<file path="config.mk">
export PLATFORM = sky130hd
export DESIGN_NAME = mpwa_ctrl
export DESIGN_NICKNAME = d
export VERILOG_FILES = /design/src/sv/mpwa_pkg.sv /design/src/sv/mpwa_ctrl.sv
export SDC_FILE = /design/constraint.sdc
export NUM_CORES = 1
export LEC_CHECK = 0
export BUFFER_PORTS_ARGS = -buffer_cell sky130_fd_sc_hd__buf_2
export CAP_MARGIN = 20
export CORE_AREA = 2 2 39 41
export CTS_CLUSTER_SIZE = 28
export DETAILED_ROUTE_END_ITERATION = 10
export DIE_AREA = 0 0 41 43
export HOLD_SLACK_MARGIN = 0.02
export REMOVE_ABC_BUFFERS = 1
export SLEW_MARGIN = 5
export SYNTH_ARGS = -nofsm -noshare
export SYNTH_HDL_FRONTEND = slang
export SYNTH_SLANG_ARGS = --single-unit
</file>
<file path="constraint.sdc">
create_clock -name clk_i -period 1.73 [get_ports clk_i]
set_clock_uncertainty 0.05 [all_clocks]
set_input_delay 0.173 -clock clk_i [delete_from_list [all_inputs] [get_ports clk_i]]
set_output_delay 0.173 -clock clk_i [all_outputs]
set_load 0.1 [all_outputs]
</file>
<file path="src/sv/mpwa_pkg.sv">
// Shared types and constants of the max pooling window argmax block.
package mpwa_pkg;

  // Storage geometry.
  localparam int unsigned MAX_ROWS    = 64;
  localparam int unsigned MAX_COLS    = 64;
  localparam int unsigned CHANNELS    = 16;
  localparam int unsigned SAMPLE_BITS = 16;
  localparam int unsigned STORE_DEPTH = MAX_ROWS * MAX_COLS * CHANNELS;
  localparam int unsigned ADDR_W      = $clog2(STORE_DEPTH);
  localparam int unsigned PIX_W       = $clog2(MAX_ROWS * MAX_COLS);
  localparam int unsigned CH_W        = $clog2(CHANNELS);

  // Field and register widths.
  localparam int unsigned POS_W   = 6;
  localparam int unsigned PPOS_W  = 7;
  localparam int unsigned DIM_W   = 7;
  localparam int unsigned PAD_W   = 6;
  localparam int unsigned CFG_W   = 7;
  localparam int unsigned CFG_IDX_W = 3;
  localparam int unsigned PROD_W  = 2 * PPOS_W;
  localparam int unsigned CLIP_W  = PROD_W + 2;
  localparam int unsigned IDX_W   = 16;

  localparam logic [DIM_W-1:0] ROWS_LIMIT = DIM_W'(MAX_ROWS);
  localparam logic [DIM_W-1:0] COLS_LIMIT = DIM_W'(MAX_COLS);

  localparam logic signed [SAMPLE_BITS-1:0] SAMPLE_MIN =
    {1'b1, {(SAMPLE_BITS-1){1'b0}}};

  typedef enum logic {
    OP_LOAD  = 1'b0,
    OP_QUERY = 1'b1
  } opcode_e;

  typedef enum logic [CFG_IDX_W-1:0] {
    REG_IMAGE_HEIGHT  = 3'd0,
    REG_IMAGE_WIDTH   = 3'd1,
    REG_WINDOW_HEIGHT = 3'd2,
    REG_WINDOW_WIDTH  = 3'd3,
    REG_STEP_ROWS     = 3'd4,
    REG_STEP_COLS     = 3'd5,
    REG_PAD_TOP_ROWS  = 3'd6,
    REG_PAD_LEFT_COLS = 3'd7
  } cfg_reg_e;

  typedef enum logic [2:0] {
    ST_IDLE,
    ST_LOAD,
    ST_MUL,
    ST_CLIP,
    ST_SCAN,
    ST_DRAIN,
    ST_DONE
  } state_e;

  typedef struct packed {
    opcode_e                        opcode;
    logic [POS_W-1:0]               row;
    logic [POS_W-1:0]               col;
    logic [CH_W-1:0]                channel;
    logic signed [SAMPLE_BITS-1:0]  sample;
    logic [PPOS_W-1:0]              pooled_row;
    logic [PPOS_W-1:0]              pooled_col;
  } in_item_t;

  typedef struct packed {
    logic signed [SAMPLE_BITS-1:0]  max_value;
    logic [IDX_W-1:0]               max_index;
    logic                           window_empty;
  } out_item_t;

  // Commands from the controller to the datapath.
  typedef struct packed {
    logic capture;
    logic load_write;
    logic do_mul;
    logic do_clip;
    logic scan_issue;
    logic out_load;
  } ctrl_cmd_t;

  // Status from the datapath to the controller.
  typedef struct packed {
    logic clip_empty;
    logic window_empty;
    logic scan_last;
    logic out_free;
  } dp_sts_t;

endpackage

</file>
<file path="src/sv/mpwa_ctrl.sv">
// Sequencer for loads and window scans.
module mpwa_ctrl (
  input  logic                clk_i,
  input  logic                rst_ni,
  input  logic                in_valid_i,
  input  mpwa_pkg::opcode_e   in_opcode_i,
  output logic                in_stall_o,
  input  mpwa_pkg::dp_sts_t   sts_i,
  output mpwa_pkg::ctrl_cmd_t cmd_o
);

  mpwa_pkg::state_e state_q, state_d;

  // State register.
  always_ff @(posedge clk_i or negedge rst_ni) begin
    if (!rst_ni) begin
      state_q <= mpwa_pkg::ST_IDLE;
    end else begin
      state_q <= state_d;
    end
  end

  // Next state.
  always_comb begin
    state_d = state_q;
    unique case (state_q)
      mpwa_pkg::ST_IDLE: begin
        if (in_valid_i) begin
          state_d = (in_opcode_i == mpwa_pkg::OP_LOAD) ? mpwa_pkg::ST_LOAD
                                                       : mpwa_pkg::ST_MUL;
        end
      end
      mpwa_pkg::ST_LOAD:  state_d = mpwa_pkg::ST_IDLE;
      mpwa_pkg::ST_MUL:   state_d = mpwa_pkg::ST_CLIP;
      mpwa_pkg::ST_CLIP: begin
        state_d = sts_i.clip_empty ? mpwa_pkg::ST_DONE : mpwa_pkg::ST_SCAN;
      end
      mpwa_pkg::ST_SCAN: begin
        if (sts_i.scan_last) begin
          state_d = mpwa_pkg::ST_DRAIN;
        end
      end
      mpwa_pkg::ST_DRAIN: state_d = mpwa_pkg::ST_DONE;
      mpwa_pkg::ST_DONE: begin
        if (sts_i.out_free) begin
          state_d = mpwa_pkg::ST_IDLE;
        end
      end
      default: state_d = mpwa_pkg::ST_IDLE;
    endcase
  end

  // Outputs.
  always_comb begin
    cmd_o      = '0;
    in_stall_o = 1'b1;
    unique case (state_q)
      mpwa_pkg::ST_IDLE: begin
        in_stall_o    = 1'b0;
        cmd_o.capture = in_valid_i;
      end
      mpwa_pkg::ST_LOAD:  cmd_o.load_write = 1'b1;
      mpwa_pkg::ST_MUL:   cmd_o.do_mul     = 1'b1;
      mpwa_pkg::ST_CLIP:  cmd_o.do_clip    = 1'b1;
      mpwa_pkg::ST_SCAN:  cmd_o.scan_issue = 1'b1;
      mpwa_pkg::ST_DRAIN: cmd_o            = '0;
      mpwa_pkg::ST_DONE:  cmd_o.out_load   = sts_i.out_free;
      default:            cmd_o            = '0;
    endcase
  end

`ifndef SYNTHESIS
  // A scan never starts on a window that clipping left empty.
  assert property (@(posedge clk_i) disable iff (!rst_ni)
    (state_q == mpwa_pkg::ST_SCAN) |-> !sts_i.window_empty)
    else $error("scan running on an empty window");
`endif

endmodule

</file>
### After elaboration in Yosys (flattened, before gate mapping)

Cells that the tools add are included.

* add/subtract/negate cells: 0
* multiply operators: 0
* divide/modulo/power cells: 0
* $lt $le $gt $ge: 0
* equality and inequality tests: 9
* shifts and indexed selects: 0
* multiplexer cells: 13
* bitwise logic cells: 0
* reduce and logical (&&, ||, !) cells: 2

Operators with widths (number)
* one-hot mux 3 bit (6 select lines): 1
* == test 3 bit (second input constant): 3
* two-way mux 3 bit: 3
* two-way mux 1 bit: 7
* == test 3 x 2 -> 1 bit (second input constant): 2
* != test 2 bit (second input constant): 3
* two-way mux 2 bit: 2
* == test 3 x 1 -> 1 bit (second input constant): 1
* logical NOT 3 bit: 1
* AND reduction 3 bit: 1

* register bits: 3
* latch bits: 0
* bits in writable memories: 0
* memory bits (read-only): 0
* bits of input ports: 8
* output and inout bits: 7
* word-level logic and storage cells: 25
* memories kept: 0

### Longest topological paths before layout

* depth in word-level cells: 3
* depth in mapped cells: 6
* gate-level depth less buffers: 5

### Worst setup path before layout

OpenSTA, ideal clock, no wires.

* kind: register to output
* from: register state_q[1]
* to: output port cmd_o[4] (netlist bit)
* arrival: 2.768 ns
* required time: 1.507 ns
* setup slack: -1.261 ns
* cell stages (with the launch flop): 3
* buffers on the path: 1
* cell sequence: dfrtp_1 -> buf_4 -> nor3b_1

RTL lines
* from (decl): line mpwa_ctrl.sv:12 `mpwa_pkg::state_e state_q, state_d;`
* from (signal assigned): line mpwa_ctrl.sv:17 `state_q <= mpwa_pkg::ST_IDLE;`
* from (signal assigned): line mpwa_ctrl.sv:19 `state_q <= state_d;`
* to (decl): line mpwa_ctrl.sv:9 `output mpwa_pkg::ctrl_cmd_t cmd_o`

==> metrics.cfg <==
[logic_synthesis]
syn_area_per_cell_um2=8.42
yosys_warnings=0
ys_seq_elements=3
yosysTopAreaCellShare_pct=27.0
synthCells=33
syn_area_um2=278
yosysUniqueCellTypes=22
ys_seq_area_share_pct=27.0
ys_top_cells_by_area=dfrtp_1 (27%), nor3b_1 (8.1%), nor3_4 (5.9%)
synth_largest_area_cell=dfrtp_1

[detailed_routing]
drc=0
dr.pass1.iters=4
vias=282
routed_wl_um=617
drtIter0Drc=8
wl_per_cell_um=9.49
via_per_inst=4.34
postRouteAntennaNets=0

[critical_path]
arrival_ps=1400
cp.required_ps=1510
path_cells=buf_4, nor3_4, and2_2, buf_12
crit_buf_inv=2
crit_path_end_kind=output port
cp-start-kind=flip-flop
crit_family=flip-flops
max_stage_delay_ps=420
crit_type=flip-flop to output port
worstPathMaxFanout=7
slowest_stage=dfrtp_1

[placed_design]
portBuffers=13
gp_congestion=0.814

[timing]
fmax_mhz=615
setup_violations=0
rsz0062_at_grt=no
hold_viol_final=0
slew_headroom_pct=68.0
period_minus_slack_ps=1630
finalCritPeriodShare_pct=94.0
hold-worst-slack_ps=178
slew_violations=0
worstMarginPinSlew_ps=483

[global_routing]
antenna_found_initial=0
grt_pass1_vias=259
grtUsageMet2_pct=10.6
grt_busiest_layer=met1
use_met3_pct=2.09
grt_max_degree=11
grt_usage_pct=8.57
grt_pass1_wl_um=1000
met1_usage_pct=11.4
grt.overflow.total=0

[final_layout]
regMostFlops=state_q
syn_to_final_growth_pct=65.8
reg.largest.list=state_q x3
layout_commonest_cell=buf_2
antennaDiodeCount=0
fin_nets=59
largest_reg_flops=3
drive_above_1_share_pct=42.9
layout_common_cells=buf_2 (7), buf_12 (5), inv_1 (4), nor2_1 (4), clkbuf_4 (4)

[job]
cap_viol_max_count=0

[cts]
cts_tree=yes
worstSkewPairLatency_ps=230
cts_root_buffer=clkbuf_4
clk_pin_slew_ps=40
tritoncts_num_sinks=3
htreeDepth=1
numCtsBuffers=3
clockBufferDepth=2

[die]
die_w_um=41
die-area_um2=1760
start_util_pct=20.1
rows=14
die_h_um=43
ios=15
coreArea_um2=1380

[worst_hold_path]
hold_class=input pin to flip-flop

[outcome]
status=completed

==> area by class of cell <==
type / instances / area (µm²)
multi-input cells: 23 / 164
well taps: 16 / 20.0
clock buffers: 4 / 26.3
fillers: 148 / 923
repair buffers: 15 / 160
flip-flops and latches: 3 / 75.1
inverters: 4 / 15.0
==> cells in the mapped netlist <==
cell	number
inv_1	4
nor2_1	4
dfrtp_1	3
nor3b_1	3
o21ai_0	2
a211oi_1	1
a21o_1	1
a2bb2oi_1	1
and2_2	1
and3b_2	1
buf_2	1
buf_4	1
buf_6	1
ha_1	1
mux2i_1	1
nand2_1	1
nand2b_2	1
nand3_1	1
nor3_1	1
nor3_4	1
o22ai_1	1
o31ai_1	1
==> tightest hold or removal path: cells and delay by family <==
family | cells | cell delay [ps]
AOI/OAI and AO/OA | 1 | 60
buffers and inverters | 1 | 100
and+or+nand+nor | 1 | 70
==> final timing paths <==
check | from | endpoint | slack (ps) | cells after the start
min in group asynchronous | rst_ni | state_q[1]$_DFFE_PN0P_ | 210 | 2
hold / removal | sts_i[1] | state_q[0]$_DFFE_PN0P_ | 180 | 3
setup / recovery | state_q[1]$_DFFE_PN0P_ | cmd_o[5] | 100 | 4
hold reg to reg | state_q[0]$_DFFE_PN0P_ | state_q[0]$_DFFE_PN0P_ | 600 | 1
setup reg to reg | state_q[1]$_DFFE_PN0P_ | state_q[1]$_DFFE_PN0P_ | 300 | 4
max in group asynchronous | rst_ni | state_q[2]$_DFFE_PN0P_ | 1310 | 2
==> repair_timing <==
action,in CTS,in global routing
setup endpoints to repair,0,1
gates resized for setup,0,1
buffers inserted,0,0
endpoints found under the hold margin,3,0
hold buffers,1,0
==> through the flow <==
step,utilization (%),TNS [ps],cell area (µm²),cells,setup slack [ps]
after floorplan,-,-3260,254,30,-1220
after global placement,30.5,0,422,60,316
after detailed placement,30.5,0,422,60,301
after CTS,33.1,0,458,65,74.8
after global routing,33.3,0,460,65,37.1
final,33.3,0,460,65,104
==> routing by layer <==
metal	up-vias	wire, µm
met4	0	0
met2	9	324
met3	0	33
met1	129	259
li1	144	-
met5	-	0
==> logic make-up after synthesis <==
group | share of synthesized area, %
multiplexers | 3.60
adder cells (fa/ha/maj) | 4.50
AND/OR/NAND/NOR | 33.8
flip-flops | 27.0
buffers and inverters | 14.0
AO/OA/AOI/OAI | 17.1
Power is not shown: default switching activity piles up to over one toggle a cycle in this logic, so the estimate is an artifact.
